## config.mk

```make
export PLATFORM = sky130hd
export DESIGN_NAME = filter_regen_event_detector_flat
export DESIGN_NICKNAME = d
export VERILOG_FILES = /design/src/rtl/frd_pkg.sv /design/src/rtl/frd_sample_if.sv /design/src/rtl/frd_result_if.sv /design/src/rtl/filter_regen_event_detector.sv /design/src/flat_wrapper.sv
export SDC_FILE = /design/constraint.sdc
export NUM_CORES = 2
export LEC_CHECK = 0
export ABC_AREA = 1
export BUFFER_PORTS_ARGS = -buffer_cell sky130_fd_sc_hd__buf_2
export CORE_MARGIN = 4
export CORE_UTILIZATION = 45
export CTS_CLUSTER_DIAMETER = 40
export CTS_CLUSTER_SIZE = 10
export DETAILED_ROUTE_END_ITERATION = 8
export GPL_TIMING_DRIVEN = 0
export PLACE_DENSITY = 0.65
export SLEW_MARGIN = 10
export SYNTH_ARGS = -nofsm -noshare
export SYNTH_HDL_FRONTEND = slang
export SYNTH_SLANG_ARGS = --single-unit
```

## constraint.sdc

```tcl
create_clock -name clk_i -period 14.74 [get_ports clk_i]
set_input_delay 1.474 -clock clk_i [delete_from_list [all_inputs] [get_ports clk_i]]
set_output_delay 1.474 -clock clk_i [all_outputs]
set_load 0.005 [all_outputs]
```

## src/rtl/frd_pkg.sv

```systemverilog
// ----------------------------------------------------------------------------
// frd_pkg: shared types and constants of the filter regeneration event detector
// Phase encoding, configuration register map, reset values and the constant
// reciprocal used to turn milliseconds into seconds.
// ----------------------------------------------------------------------------
package frd_pkg;

  // Field widths
  localparam int unsigned TEMP_W     = 15;
  localparam int unsigned SOOT_W     = 16;
  localparam int unsigned MS_W       = 32;
  localparam int unsigned DIST_W     = 32;
  localparam int unsigned TOTAL_W    = 40;
  localparam int unsigned DUR_W      = 23;
  localparam int unsigned PHASE_W    = 2;
  localparam int unsigned CFG_IDX_W  = 3;
  localparam int unsigned CFG_DATA_W = 32;

  // x / 1000 == (x * DIV1000_MUL) >> DIV1000_SHIFT, exact for every 32-bit x
  localparam int unsigned DIV1000_MUL_W = 29;
  localparam logic [DIV1000_MUL_W-1:0] DIV1000_MUL = 29'd274877907;
  localparam int unsigned DIV1000_SHIFT = 38;
  localparam int unsigned DIV_PROD_W    = MS_W + DIV1000_MUL_W;

  // Configuration register map
  typedef enum logic [CFG_IDX_W-1:0] {
    CFG_ON_TEMP    = 3'd0,
    CFG_OFF_TEMP   = 3'd1,
    CFG_CONFIRM_MS = 3'd2,
    CFG_END_MS     = 3'd3,
    CFG_GAP_MS     = 3'd4,
    CFG_SAVE_EVERY = 3'd5
  } cfg_idx_e;

  // Configuration reset values
  localparam logic signed [TEMP_W-1:0] ON_TEMP_RST    = 15'sd5500;
  localparam logic signed [TEMP_W-1:0] OFF_TEMP_RST   = 15'sd4500;
  localparam logic [MS_W-1:0]          CONFIRM_MS_RST = 32'd60000;
  localparam logic [MS_W-1:0]          END_MS_RST     = 32'd60000;
  localparam logic [MS_W-1:0]          GAP_MS_RST     = 32'd10000;
  localparam logic [DIST_W-1:0]        SAVE_EVERY_RST = 32'd1000;

  // Detector phase, one-hot
  typedef enum logic [3:0] {
    PH_IDLE   = 4'b0001,
    PH_CAND   = 4'b0010,
    PH_ACTIVE = 4'b0100,
    PH_ENDING = 4'b1000
  } phase_e;

  // Phase codes as seen on the result channel
  localparam logic [PHASE_W-1:0] PHC_IDLE   = 2'd0;
  localparam logic [PHASE_W-1:0] PHC_CAND   = 2'd1;
  localparam logic [PHASE_W-1:0] PHC_ACTIVE = 2'd2;
  localparam logic [PHASE_W-1:0] PHC_ENDING = 2'd3;

  // Result register contents
  typedef struct packed {
    logic [PHASE_W-1:0] phase;
    logic [31:0]        regen_count;
    logic [DUR_W-1:0]   last_duration_s;
    logic [SOOT_W-1:0]  last_soot_burned;
    logic [DIST_W-1:0]  distance_since_m;
    logic [TOTAL_W-1:0] distance_total_m;
    logic               started;
    logic               completed;
    logic               save_distance;
  } frd_res_t;

  function automatic logic [PHASE_W-1:0] phase_code(input phase_e ph);
    logic [PHASE_W-1:0] code;
    case (ph)
      PH_IDLE:   code = PHC_IDLE;
      PH_CAND:   code = PHC_CAND;
      PH_ACTIVE: code = PHC_ACTIVE;
      PH_ENDING: code = PHC_ENDING;
      default:   code = PHC_IDLE;
    endcase
    return code;
  endfunction

endpackage

```

## src/rtl/frd_sample_if.sv

```systemverilog
// ----------------------------------------------------------------------------
// frd_sample_if: sensor sample channel
// Valid/ready channel carrying one trip, time, temperature and soot sample.
// ----------------------------------------------------------------------------
interface frd_sample_if;
  logic               valid;
  logic               ready;
  logic [31:0]        trip_m;
  logic [31:0]        now_ms;
  logic               temp_valid;
  logic signed [14:0] temperature;
  logic               soot_valid;
  logic [15:0]        soot_load;

  modport source (
    output valid, trip_m, now_ms, temp_valid, temperature, soot_valid, soot_load,
    input  ready
  );
  modport sink (
    input  valid, trip_m, now_ms, temp_valid, temperature, soot_valid, soot_load,
    output ready
  );
endinterface

```

## src/rtl/frd_result_if.sv

```systemverilog
// ----------------------------------------------------------------------------
// frd_result_if: detector result channel
// Valid/ready channel carrying the detector status after one sample.
// ----------------------------------------------------------------------------
interface frd_result_if;
  logic        valid;
  logic        ready;
  logic [1:0]  phase;
  logic [31:0] regen_count;
  logic [22:0] last_duration_s;
  logic [15:0] last_soot_burned;
  logic [31:0] distance_since_m;
  logic [39:0] distance_total_m;
  logic        started_pulse;
  logic        completed_pulse;
  logic        save_distance_pulse;

  modport source (
    output valid, phase, regen_count, last_duration_s, last_soot_burned,
           distance_since_m, distance_total_m, started_pulse, completed_pulse,
           save_distance_pulse,
    input  ready
  );
  modport sink (
    input  valid, phase, regen_count, last_duration_s, last_soot_burned,
           distance_since_m, distance_total_m, started_pulse, completed_pulse,
           save_distance_pulse,
    output ready
  );
endinterface

```

## src/rtl/filter_regen_event_detector.sv

```systemverilog
// ----------------------------------------------------------------------------
// filter_regen_event_detector: particulate filter regeneration detector
// Tracks distance since the last regeneration, raises distance save requests
// and detects regeneration start and completion with hysteresis windows.
// ----------------------------------------------------------------------------
//
//   channel   dir  handshake          contents
//   sample    in   valid/ready        trip, timestamp, temperature, soot load
//   result    out  valid/ready        phase, counters, durations, pulses
//   cfg       in   cfg_we_i           threshold, window and save-interval registers
//
// One sample per cycle while the result is not stalled; a sample passes the
// input register, then the result register. The phase and distance update is
// a single pass of compare/add logic; the ms-to-s conversion is one constant
// multiply. Reset puts handshake, detector state and configuration at their
// defaults; the input payload and result register are not reset. A stalled
// result holds the result register; the input register accepts until full.
// ----------------------------------------------------------------------------
module filter_regen_event_detector
  import frd_pkg::*;
(
  input  logic                  clk_i,
  input  logic                  rst_ni,
  frd_sample_if.sink            sample,
  frd_result_if.source          result,
  input  logic                  cfg_we_i,
  input  logic [CFG_IDX_W-1:0]  cfg_idx_i,
  input  logic [CFG_DATA_W-1:0] cfg_data_i
);

  // Configuration registers
  logic signed [TEMP_W-1:0] on_temp_q, off_temp_q;
  logic [MS_W-1:0]          confirm_ms_q, end_ms_q, gap_ms_q;
  logic [DIST_W-1:0]        save_every_q;

  always_ff @(posedge clk_i or negedge rst_ni) begin
    if (!rst_ni) begin
      on_temp_q    <= ON_TEMP_RST;
      off_temp_q   <= OFF_TEMP_RST;
      confirm_ms_q <= CONFIRM_MS_RST;
      end_ms_q     <= END_MS_RST;
      gap_ms_q     <= GAP_MS_RST;
      save_every_q <= SAVE_EVERY_RST;
    end else if (cfg_we_i) begin
      case (cfg_idx_i)
        CFG_ON_TEMP:    on_temp_q    <= cfg_data_i[TEMP_W-1:0];
        CFG_OFF_TEMP:   off_temp_q   <= cfg_data_i[TEMP_W-1:0];
        CFG_CONFIRM_MS: confirm_ms_q <= cfg_data_i[MS_W-1:0];
        CFG_END_MS:     end_ms_q     <= cfg_data_i[MS_W-1:0];
        CFG_GAP_MS:     gap_ms_q     <= cfg_data_i[MS_W-1:0];
        CFG_SAVE_EVERY: save_every_q <= cfg_data_i[DIST_W-1:0];
        default: ;
      endcase
    end
  end

  // Handshake: input register feeds result register
  logic in_valid_q, out_valid_q;
  logic advance, step_en;

  assign advance      = !out_valid_q || result.ready;
  assign step_en      = in_valid_q && advance;
  assign sample.ready = !in_valid_q || advance;

  always_ff @(posedge clk_i or negedge rst_ni) begin
    if (!rst_ni) begin
      in_valid_q  <= 1'b0;
      out_valid_q <= 1'b0;
    end else begin
      if (sample.ready) in_valid_q <= sample.valid;
      if (advance)      out_valid_q <= in_valid_q;
    end
  end

  // Input register payload
  logic [DIST_W-1:0]        trip_q;
  logic [MS_W-1:0]          now_q;
  logic                     t_ok_q, s_ok_q;
  logic signed [TEMP_W-1:0] temp_q;
  logic [SOOT_W-1:0]        soot_q;

  always_ff @(posedge clk_i) begin
    if (sample.valid && sample.ready) begin
      trip_q <= sample.trip_m;
      now_q  <= sample.now_ms;
      t_ok_q <= sample.temp_valid;
      temp_q <= sample.temperature;
      s_ok_q <= sample.soot_valid;
      soot_q <= sample.soot_load;
    end
  end

  // Detector state
  phase_e             phase_q, phase_d;
  logic [MS_W-1:0]    window_q, window_d;
  logic [MS_W-1:0]    regen_start_q, regen_start_d;
  logic [MS_W-1:0]    last_valid_q, last_valid_d;
  logic [DIST_W-1:0]  prev_trip_q;
  logic [DIST_W-1:0]  since_q, since_d;
  logic [DIST_W-1:0]  unsaved_q, unsaved_d;
  logic [TOTAL_W-1:0] total_q, total_d;
  logic [31:0]        count_q, count_d;
  logic [DUR_W-1:0]   dur_s_q, dur_s_d;
  logic [SOOT_W-1:0]  soot_start_q, soot_start_d;
  logic               soot_known_q, soot_known_d;
  logic [SOOT_W-1:0]  burned_q, burned_d;

  // Step datapath
  logic                  trip_gt;
  logic [DIST_W-1:0]     trip_delta;
  logic [DIST_W:0]       since_sum, unsaved_sum;
  logic [DIST_W-1:0]     since_acc, unsaved_acc;
  logic                  saved;
  logic [MS_W-1:0]       gap_elapsed, win_eff, win_elapsed, dur_ms;
  logic                  gap_hit, temp_hot, temp_cool;
  logic [DIV_PROD_W-1:0] dur_prod;
  logic [TOTAL_W:0]      total_sum;
  logic                  started, completed;

  always_comb begin
    // distance accumulation with saturation
    trip_gt     = trip_q > prev_trip_q;
    trip_delta  = trip_q - prev_trip_q;
    since_sum   = {1'b0, since_q} + {1'b0, trip_delta};
    unsaved_sum = {1'b0, unsaved_q} + {1'b0, trip_delta};
    since_acc   = since_q;
    unsaved_acc = unsaved_q;
    if (trip_gt) begin
      since_acc   = since_sum[DIST_W] ? '1 : since_sum[DIST_W-1:0];
      unsaved_acc = unsaved_sum[DIST_W] ? '1 : unsaved_sum[DIST_W-1:0];
    end
    saved = unsaved_acc >= save_every_q;

    // data gap restarts a pending window
    gap_elapsed = now_q - last_valid_q;
    gap_hit     = (last_valid_q != '0) && (gap_elapsed > gap_ms_q) &&
                  (phase_q == PH_CAND || phase_q == PH_ENDING);
    win_eff     = gap_hit ? now_q : window_q;
    win_elapsed = now_q - win_eff;
    temp_hot    = temp_q >= on_temp_q;
    temp_cool   = temp_q < off_temp_q;

    // regeneration length in seconds, divide by 1000 via reciprocal
    dur_ms    = win_eff - regen_start_q;
    dur_prod  = DIV_PROD_W'(dur_ms) * DIV_PROD_W'(DIV1000_MUL);
    total_sum = {1'b0, total_q} + TOTAL_W'(since_acc) + (TOTAL_W+1)'(0);

    phase_d       = phase_q;
    window_d      = window_q;
    regen_start_d = regen_start_q;
    last_valid_d  = last_valid_q;
    since_d       = since_acc;
    unsaved_d     = saved ? '0 : unsaved_acc;
    total_d       = total_q;
    count_d       = count_q;
    dur_s_d       = dur_s_q;
    soot_start_d  = soot_start_q;
    soot_known_d  = soot_known_q;
    burned_d      = burned_q;
    started       = 1'b0;
    completed     = 1'b0;

    if (t_ok_q) begin
      window_d     = win_eff;
      last_valid_d = now_q;
      case (phase_q)
        PH_IDLE: begin
          if (temp_hot) begin
            phase_d      = PH_CAND;
            window_d     = now_q;
            soot_known_d = s_ok_q;
            soot_start_d = s_ok_q ? soot_q : '0;
          end
        end
        PH_CAND: begin
          if (!temp_hot) begin
            phase_d = PH_IDLE;
          end else if (win_elapsed >= confirm_ms_q) begin
            phase_d       = PH_ACTIVE;
            regen_start_d = win_eff;
            started       = 1'b1;
          end
        end
        PH_ACTIVE: begin
          if (temp_cool) begin
            phase_d  = PH_ENDING;
            window_d = now_q;
          end
        end
        PH_ENDING: begin
          if (temp_hot) begin
            phase_d = PH_ACTIVE;
          end else if (win_elapsed >= end_ms_q) begin
            // regeneration complete: count, record, fold distance
            count_d   = count_q + 32'd1;
            dur_s_d   = dur_prod[DIV1000_SHIFT +: DUR_W];
            burned_d  = (soot_known_q && s_ok_q && soot_start_q > soot_q) ?
                        (soot_start_q - soot_q) : '0;
            total_d   = total_sum[TOTAL_W] ? '1 : total_sum[TOTAL_W-1:0];
            since_d   = '0;
            unsaved_d = '0;
            phase_d   = PH_IDLE;
            completed = 1'b1;
          end
        end
        default: phase_d = PH_IDLE;
      endcase
    end
  end

  always_ff @(posedge clk_i or negedge rst_ni) begin
    if (!rst_ni) begin
      phase_q       <= PH_IDLE;
      window_q      <= '0;
      regen_start_q <= '0;
      last_valid_q  <= '0;
      prev_trip_q   <= '0;
      since_q       <= '0;
      unsaved_q     <= '0;
      total_q       <= '0;
      count_q       <= '0;
      dur_s_q       <= '0;
      soot_start_q  <= '0;
      soot_known_q  <= 1'b0;
      burned_q      <= '0;
    end else if (step_en) begin
      phase_q       <= phase_d;
      window_q      <= window_d;
      regen_start_q <= regen_start_d;
      last_valid_q  <= last_valid_d;
      prev_trip_q   <= trip_q;
      since_q       <= since_d;
      unsaved_q     <= unsaved_d;
      total_q       <= total_d;
      count_q       <= count_d;
      dur_s_q       <= dur_s_d;
      soot_start_q  <= soot_start_d;
      soot_known_q  <= soot_known_d;
      burned_q      <= burned_d;
    end
  end

  // Result register
  frd_res_t res_q;

  always_ff @(posedge clk_i) begin
    if (step_en) begin
      res_q.phase            <= phase_code(phase_d);
      res_q.regen_count      <= count_d;
      res_q.last_duration_s  <= dur_s_d;
      res_q.last_soot_burned <= burned_d;
      res_q.distance_since_m <= since_d;
      res_q.distance_total_m <= total_d;
      res_q.started          <= started;
      res_q.completed        <= completed;
      res_q.save_distance    <= saved;
    end
  end

  assign result.valid               = out_valid_q;
  assign result.phase               = res_q.phase;
  assign result.regen_count         = res_q.regen_count;
  assign result.last_duration_s     = res_q.last_duration_s;
  assign result.last_soot_burned    = res_q.last_soot_burned;
  assign result.distance_since_m    = res_q.distance_since_m;
  assign result.distance_total_m    = res_q.distance_total_m;
  assign result.started_pulse       = res_q.started;
  assign result.completed_pulse     = res_q.completed;
  assign result.save_distance_pulse = res_q.save_distance;

  // Assertions
  a_start_end_excl: assert property (@(posedge clk_i) disable iff (!rst_ni)
    out_valid_q |-> !(res_q.started && res_q.completed))
    else $error("start and completion flagged by one sample");

  a_complete_idle: assert property (@(posedge clk_i) disable iff (!rst_ni)
    (out_valid_q && res_q.completed) |->
      (res_q.phase == PHC_IDLE && res_q.distance_since_m == '0))
    else $error("completion without return to idle and distance clear");

  a_start_active: assert property (@(posedge clk_i) disable iff (!rst_ni)
    (out_valid_q && res_q.started) |-> (res_q.phase == PHC_ACTIVE))
    else $error("start confirmed outside active phase");

  a_count_step: assert property (@(posedge clk_i) disable iff (!rst_ni)
    (step_en && completed) |=> (count_q == $past(count_q) + 32'd1))
    else $error("regeneration count did not advance on completion");

endmodule

```

## src/flat_wrapper.sv

```systemverilog
// flat-port wrapper written by rule: the top's interface ports become plain ports
module filter_regen_event_detector_flat import frd_pkg::*;
  (clk_i, rst_ni, cfg_we_i, cfg_idx_i, cfg_data_i, sample_valid, sample_trip_m, sample_now_ms, sample_temp_valid, sample_temperature, sample_soot_valid, sample_soot_load, sample_ready, result_valid, result_phase, result_regen_count, result_last_duration_s, result_last_soot_burned, result_distance_since_m, result_distance_total_m, result_started_pulse, result_completed_pulse, result_save_distance_pulse, result_ready);
  frd_sample_if sample_i ();
  frd_result_if result_i ();
  input  logic clk_i;
  input  logic rst_ni;
  input  logic cfg_we_i;
  input  logic [CFG_IDX_W-1:0] cfg_idx_i;
  input  logic [CFG_DATA_W-1:0] cfg_data_i;
  input wire logic [$bits(sample_i.valid)-1:0] sample_valid;
  input wire logic [$bits(sample_i.trip_m)-1:0] sample_trip_m;
  input wire logic [$bits(sample_i.now_ms)-1:0] sample_now_ms;
  input wire logic [$bits(sample_i.temp_valid)-1:0] sample_temp_valid;
  input wire logic [$bits(sample_i.temperature)-1:0] sample_temperature;
  input wire logic [$bits(sample_i.soot_valid)-1:0] sample_soot_valid;
  input wire logic [$bits(sample_i.soot_load)-1:0] sample_soot_load;
  output wire logic [$bits(sample_i.ready)-1:0] sample_ready;
  output wire logic [$bits(result_i.valid)-1:0] result_valid;
  output wire logic [$bits(result_i.phase)-1:0] result_phase;
  output wire logic [$bits(result_i.regen_count)-1:0] result_regen_count;
  output wire logic [$bits(result_i.last_duration_s)-1:0] result_last_duration_s;
  output wire logic [$bits(result_i.last_soot_burned)-1:0] result_last_soot_burned;
  output wire logic [$bits(result_i.distance_since_m)-1:0] result_distance_since_m;
  output wire logic [$bits(result_i.distance_total_m)-1:0] result_distance_total_m;
  output wire logic [$bits(result_i.started_pulse)-1:0] result_started_pulse;
  output wire logic [$bits(result_i.completed_pulse)-1:0] result_completed_pulse;
  output wire logic [$bits(result_i.save_distance_pulse)-1:0] result_save_distance_pulse;
  input wire logic [$bits(result_i.ready)-1:0] result_ready;
  assign sample_i.valid = sample_valid;
  assign sample_i.trip_m = sample_trip_m;
  assign sample_i.now_ms = sample_now_ms;
  assign sample_i.temp_valid = sample_temp_valid;
  assign sample_i.temperature = sample_temperature;
  assign sample_i.soot_valid = sample_soot_valid;
  assign sample_i.soot_load = sample_soot_load;
  assign sample_ready = sample_i.ready;
  assign result_valid = result_i.valid;
  assign result_phase = result_i.phase;
  assign result_regen_count = result_i.regen_count;
  assign result_last_duration_s = result_i.last_duration_s;
  assign result_last_soot_burned = result_i.last_soot_burned;
  assign result_distance_since_m = result_i.distance_since_m;
  assign result_distance_total_m = result_i.distance_total_m;
  assign result_started_pulse = result_i.started_pulse;
  assign result_completed_pulse = result_i.completed_pulse;
  assign result_save_distance_pulse = result_i.save_distance_pulse;
  assign result_i.ready = result_ready;
  filter_regen_event_detector u_core (.clk_i(clk_i), .rst_ni(rst_ni), .sample(sample_i), .result(result_i), .cfg_we_i(cfg_we_i), .cfg_idx_i(cfg_idx_i), .cfg_data_i(cfg_data_i));
endmodule
```

# Yosys cells after proc, flatten, opt, wreduce, memory -nomap -nowiden
# Index checks and enable logic that the tools add are counted.
[op_classes]
order_cmp = 8
add_sub_neg = 9
n_mul = 1
mux = 47
eq_ne = 12
n_reduce_logical = 24
bitwise_logic = 2
[op_table]
columns = ["cell", "count"]
rows = [
  ["32-bit two-way mux", 20],
  ["40-bit two-way mux", 5],
  ["32-bit subtractor", 4],
  ["32-bit greater-or-equal comparator", 3],
  ["16-bit two-way mux", 6],
  ["23-bit two-way mux", 4],
  ["32-bit by 32-bit adder with 33-bit output", 2],
  ["32-bit greater-than comparator", 2],
  ["32-bit case mux with 2 select lines", 1],
  ["32-bit by 29-bit multiplier with 61-bit output, second input constant", 1],
  ["40-bit by 32-bit adder with 41-bit output", 1],
  ["32-bit by 1-bit adder with 32-bit output, second input constant", 1],
  ["32-bit nonzero test", 1],
  ["4-bit two-way mux", 7],
  ["16-bit greater-than comparator", 1],
  ["4-bit case mux with 4 select lines", 1],
  ["16-bit subtractor", 1],
  ["15-bit greater-or-equal comparator", 1],
  ["15-bit less-than comparator", 1],
  ["2-bit AND reduction", 7],
  ["4-bit by 2-bit equality test with 1-bit output, second input constant", 2],
  ["4-bit by 3-bit equality test with 1-bit output, second input constant", 2],
  ["4-bit equality test, second input constant", 2],
  ["3-bit by 2-bit equality test with 1-bit output, second input constant", 2],
  ["other kinds (14)", 25],
]
[word_totals]
word_cells = 139
register_bits = 729
output_inout_bits = 150

# Logic depth before layout (Yosys ltp)
[logic_depth]
word_depth = 13
depth_mapped = 73
mapped_depth_nobuf = 71

# Worst setup path before layout
# No wires, ideal clock.
[synth_timing]
path_kind = "register to register"
from = "reg u_core.now_q[0]"
to = "reg u_core.result.last_duration_s[14] (netlist name)"
t_required_ns = 14.473
setup_ns = 0.267
slack_ns = 3.021
path_buffers = 1
t_arrival_ns = 11.452
path_stages_with_launch = 64
cell_sequence = "edfxtp_1 -> inv_1 -> ha_1 -> inv_1 -> fa_1 -> nand3_1 -> nand2_1 -> a21oi_1 -> o21ai_0 -> nand3_1 -> nand3_1 -> nand3_1 -> nand2_1 -> nand2_1 -> nand3b_1 -> xor2_1 -> ha_1 -> nand2_1 -> [28 not listed] -> inv_1 -> fa_1 -> inv_1 -> fa_1 -> inv_1 -> fa_1 -> inv_1 -> fa_1 -> inv_1 -> ha_1 -> a21oi_1 -> o21ai_0 -> a21boi_0 -> o21ai_0 -> a21oi_1 -> nand2_1 -> xnor2_1 -> a21boi_0"
[synth_between]
elab_chain_cells = 11
[synth_rtl]
columns = ["item", "line", "text"]
rows = [
  ["from (decl)", "filter_regen_event_detector.sv:77", "logic [MS_W-1:0] now_q;"],
  ["from (signal assigned)", "filter_regen_event_detector.sv:85", "now_q <= sample.now_ms;"],
  ["32-bit subtractor", "filter_regen_event_detector.sv:135", "gap_elapsed = now_q - last_valid_q;"],
  ["32-bit greater-than comparator", "filter_regen_event_detector.sv:136", "gap_hit = (last_valid_q != '0) && (gap_elapsed > gap_ms_q) &&"],
  ["1-bit logical AND (2 in series)", "filter_regen_event_detector.sv:136", ""],
  ["32-bit two-way mux", "filter_regen_event_detector.sv:138", "win_eff = gap_hit ? now_q : window_q;"],
  ["32-bit subtractor (on tied branches)", "filter_regen_event_detector.sv:144, filter_regen_event_detector.sv:139", ""],
  ["32-bit by 29-bit multiplier with 61-bit output / 32-bit greater-or-equal comparator (equally long branches)", "filter_regen_event_detector.sv:145, filter_regen_event_detector.sv:193", ""],
  ["23-bit two-way mux *", "filter_regen_event_detector.sv:193", "end else if (win_elapsed >= end_ms_q) begin"],
  ["23-bit two-way mux *", "filter_regen_event_detector.sv:191", "if (temp_hot) begin"],
  ["23-bit two-way mux *", "filter_regen_event_detector.sv:166", "case (phase_q)"],
  ["23-bit two-way mux *", "filter_regen_event_detector.sv:163", "if (t_ok_q) begin"],
  ["via u_core.dur_s_d[14]", "filter_regen_event_detector.sv:103", "logic [DUR_W-1:0] dur_s_q, dur_s_d;"],
]
# The timed path passes the listed nets; every way through them passes the cells marked *.
# A chain may end at the register's enable or synchronous reset.

# Worst setup path after layout
[layout_timing]
from = "reg u_core.now_q[0]"
to = "reg u_core.result.last_duration_s[18] (netlist name)"
[layout_between]
elab_chain_cells = 11
[layout_rtl]
columns = ["item", "line", "text"]
rows = [
  ["32-bit subtractor *", "filter_regen_event_detector.sv:135", ""],
  ["32-bit greater-than comparator *", "filter_regen_event_detector.sv:136", ""],
  ["1-bit logical AND * (2 in series)", "filter_regen_event_detector.sv:136", ""],
  ["32-bit two-way mux *", "filter_regen_event_detector.sv:138", ""],
  ["via u_core.win_eff[3]", "filter_regen_event_detector.sv:114", "logic [MS_W-1:0] gap_elapsed, win_eff, win_elapsed, dur_ms;"],
  ["32-bit subtractor (on tied branches)", "filter_regen_event_detector.sv:144, filter_regen_event_detector.sv:139", ""],
  ["32-bit by 29-bit multiplier with 61-bit output / 32-bit greater-or-equal comparator (equally long branches)", "filter_regen_event_detector.sv:145, filter_regen_event_detector.sv:193", ""],
  ["23-bit two-way mux *", "filter_regen_event_detector.sv:193", ""],
  ["23-bit two-way mux *", "filter_regen_event_detector.sv:191", ""],
  ["23-bit two-way mux *", "filter_regen_event_detector.sv:166", ""],
  ["23-bit two-way mux *", "filter_regen_event_detector.sv:163", ""],
  ["via u_core.dur_s_d[18]", "filter_regen_event_detector.sv:103", ""],
]
# Marks and branches as above.

==> results.json <==
{
  "drcViolationCount": 0,
  "gp_congestion": 0.976,
  "clock_latency_ns": 0.78,
  "cp_data_arrival_time_ns": 14.45,
  "cts.sinks": 729,
  "grt_pass1_vias": 53400,
  "syn_area_per_cell_um2": 8.11,
  "worst_pin_slew_ns": 1.25,
  "synth-seq-cells": 729,
  "slowest_stage": "fa_1",
  "startpoint_type": "register",
  "clockBufferDepth": 3,
  "postCtsHoldBufs": 0,
  "status": "finished clean",
  "port_buffers": 286,
  "place_area_um2": 66100,
  "stdcell_area_um2": 70500,
  "first_iter_violations": 4062,
  "met3_length_um": 11000,
  "nets": 9297,
  "wire_per_inst_um": 19.9,
  "via_per_inst": 5.36,
  "hold_class": "reg -> reg",
  "reg_top3": "u_core.result.distance_total_m (40), u_core.total_q (40)",
  "drt-met1-wl_um": 90700,
  "path_class": "reg -> reg",
  "synth-xor-area-share": 0.0335,
  "yosysTopAreaCell": "dfrtp_1",
  "synth_seq_area_share": 0.315,
  "final_antenna_net_count": 0,
  "clock.fmax_mhz": 71.7,
  "synth_area_um2": 62000,
  "rows": 135,
  "top_layer": "met4",
  "clk_pin_slew_ns": 0.06,
  "fin_skew_ns": 0.110,
  "slew_headroom": 0.165,
  "dp_hpwl_um": 162000,
  "drive_above_1_share": 0.0869,
  "cts_tree": "built",
  "synth_mux_area_frac": 0,
  "rsz0062_at_grt": "false",
  "die_area_um2": 144000,
  "syn-instance-count": 7644,
  "synth_top_family_by_area": "adder cells",
  "synthDominantCellAreaShare": 0.180,
  "antenna_found_initial": 4,
  "overflow": 0,
  "endpoint_kind": "register",
  "timing.hold.ws_ns": 0.476,
  "crit_required_ns": 15.23,
  "num_vias": 53400,
  "fin_crit_ns": 13.95,
  "drt-total-wl_um": 198000,
  "cts_buffers": 119,
  "synth_edf_count": 245,
  "dr.pass1.iters": 6,
  "grt_max_degree": 108,
  "area_growth_syn_to_layout_pct": 13.7,
  "synth_compound_area_frac": 0.125,
  "syn-num-nets": 8864,
  "synth-adder-area-share": 0.256,
  "die_x_um": 379,
  "synth_ff_type": "dfrtp_1",
  "post-route-util": 0.518,
  "start_util": 0.455,
  "final_common_cell": "nand2_1",
  "tns_ns": 0,
  "cts.htree.levels": 3,
  "io_pins": 287,
  "setup_viol": 0,
  "synth_cell_types": 60,
  "grt_pass1_wl_um": 304000,
  "report.final.slew_viol_count": 0,
  "cts-root-buf": "clkbuf_16",
  "crit_fanout": 10,
  "dr_wl_met2_um": 89400,
  "fin_crit_sh": 0.947,
  "final_cell_mix": "1569 x nand2_1, 1369 x inv_1, 777 x ha_1, 637 x o21ai_0, 580 x nor2_1",
  "fill_cells": 13100,
  "finalHoldViolCount": 0,
  "cap_violations": 0,
  "synth_simple_gate_area_frac": 0.176,
  "grt_use_total": 0.274,
  "die_h_um": 379,
  "core_area_um2": 136000,
  "async_reset_ff_frac": 0.664,
  "cp_slowest_stage_delay_ns": 0.55,
  "synth_area_leaders": "dfrtp_1 18%, ha_1 16%, edfxtp_1 12%, fa_1 9.9%, nand2_1 9.5%",
  "yosysWarnings": 0
}
-- worst max-delay path: cells and delay by family, from the launching register on --
kind / cells / cell delay, ns
simple gates: 19 / 2.31
flops: 1 / 0.49
fa+ha+maj: 13 / 5.46
buf+inv: 11 / 1.00
xor+xnor: 2 / 0.38
compound gates: 15 / 4.04
-- synthesized netlist by cell type (all sizes together), types with 3 or more instances --
library cell,instances
nand2,1576
inv,1378
ha,777
o21ai,703
nor2,589
a21oi,465
dfrtp,445
fa,306
nand3,258
edfxtp,245
xor2,142
xnor2,94
clkbuf,90
nand4,75
nor3,72
buf,61
a21o,47
o22ai,40
dfstp,39
a31oi,37
o21a,31
nor4,28
a21boi,26
o21bai,26
or2,23
nand3b,18
o211ai,17
and2,7
a211oi,5
a22oi,5
o221ai,5
o31ai,5
nor3b,3
-- metrics by stage --
step                      cells  worst slack [ns]
after floorplan            7644              3.02
after global placement     9711            -0.185
after detailed placement   9729            0.0467
after CTS                  9956             0.114
after global routing       9964            0.0204
final                      9968             0.785
-- area by class of cell --
| type | count | area [µm²] | share of cell area |
|---|---|---|---|
| diodes | 4 | 10.0 | 0.000142 |
| repair buffers | 312 | 1840 | 0.0261 |
| plain buffers | 151 | 701 | 0.00994 |
| inverters | 1379 | 5180 | 0.0736 |
| flip-flops and latches | 729 | 19500 | 0.277 |
| clock buffers | 153 | 3240 | 0.0460 |
| well taps | 1781 | 2230 | 0.0316 |
| multi-input cells | 5385 | 36800 | 0.522 |
| clock inverters | 74 | 955 | 0.0135 |
-- cells by family after synthesis --
family / Yosys count
AND/OR/NAND/NOR: 2650
AO/OA/AOI/OAI: 1416
adder cells (fa/ha/maj): 1083
XOR/XNOR: 236
flip-flops: 729
buffers and inverters: 1530
-- routing by layer --
| layer | up-vias | global-route usage |
|---|---|---|
| met5 | - | 0 |
| met4 | 0 | 0.0894 |
| met3 | 320 | 0.0342 |
| met2 | 1585 | 0.440 |
| met1 | 25700 | 0.386 |
| li1 | 25800 | - |
-- worst paths after layout --
kind / start / end / slack (ns) / cells after the start
worst min-delay path: u_core.trip_q[28]$_DFFE_PP_ / u_core.prev_trip_q[28]$_DFFE_PN0P_ / 0.48 / 2
min in group asynchronous: rst_ni / u_core.count_q[21]$_DFFE_PN0P_ / 0.63 / 1
worst max register to register: u_core.now_q[0]$_DFFE_PP_ / u_core.result.last_duration_s[18]$_DFFE_PP_ / 0.79 / 60
worst max-delay path: u_core.now_q[0]$_DFFE_PP_ / u_core.result.last_duration_s[18]$_DFFE_PP_ / 0.79 / 60
worst min register to register: u_core.trip_q[28]$_DFFE_PP_ / u_core.prev_trip_q[28]$_DFFE_PN0P_ / 0.48 / 2
max in group asynchronous: rst_ni / u_core.on_temp_q[6]$_DFFE_PN1P_ / 12.17 / 4
-- repair_timing --
item | in CTS | in global routing
pin swaps | 0 | 2
resized for setup | 1 | 22
setup buffers | 0 | 8
endpoints found under the setup margin | 2 | 46
Power is not shown: default switching activity piles up to over one toggle a cycle in this logic, so the estimate is an artifact.
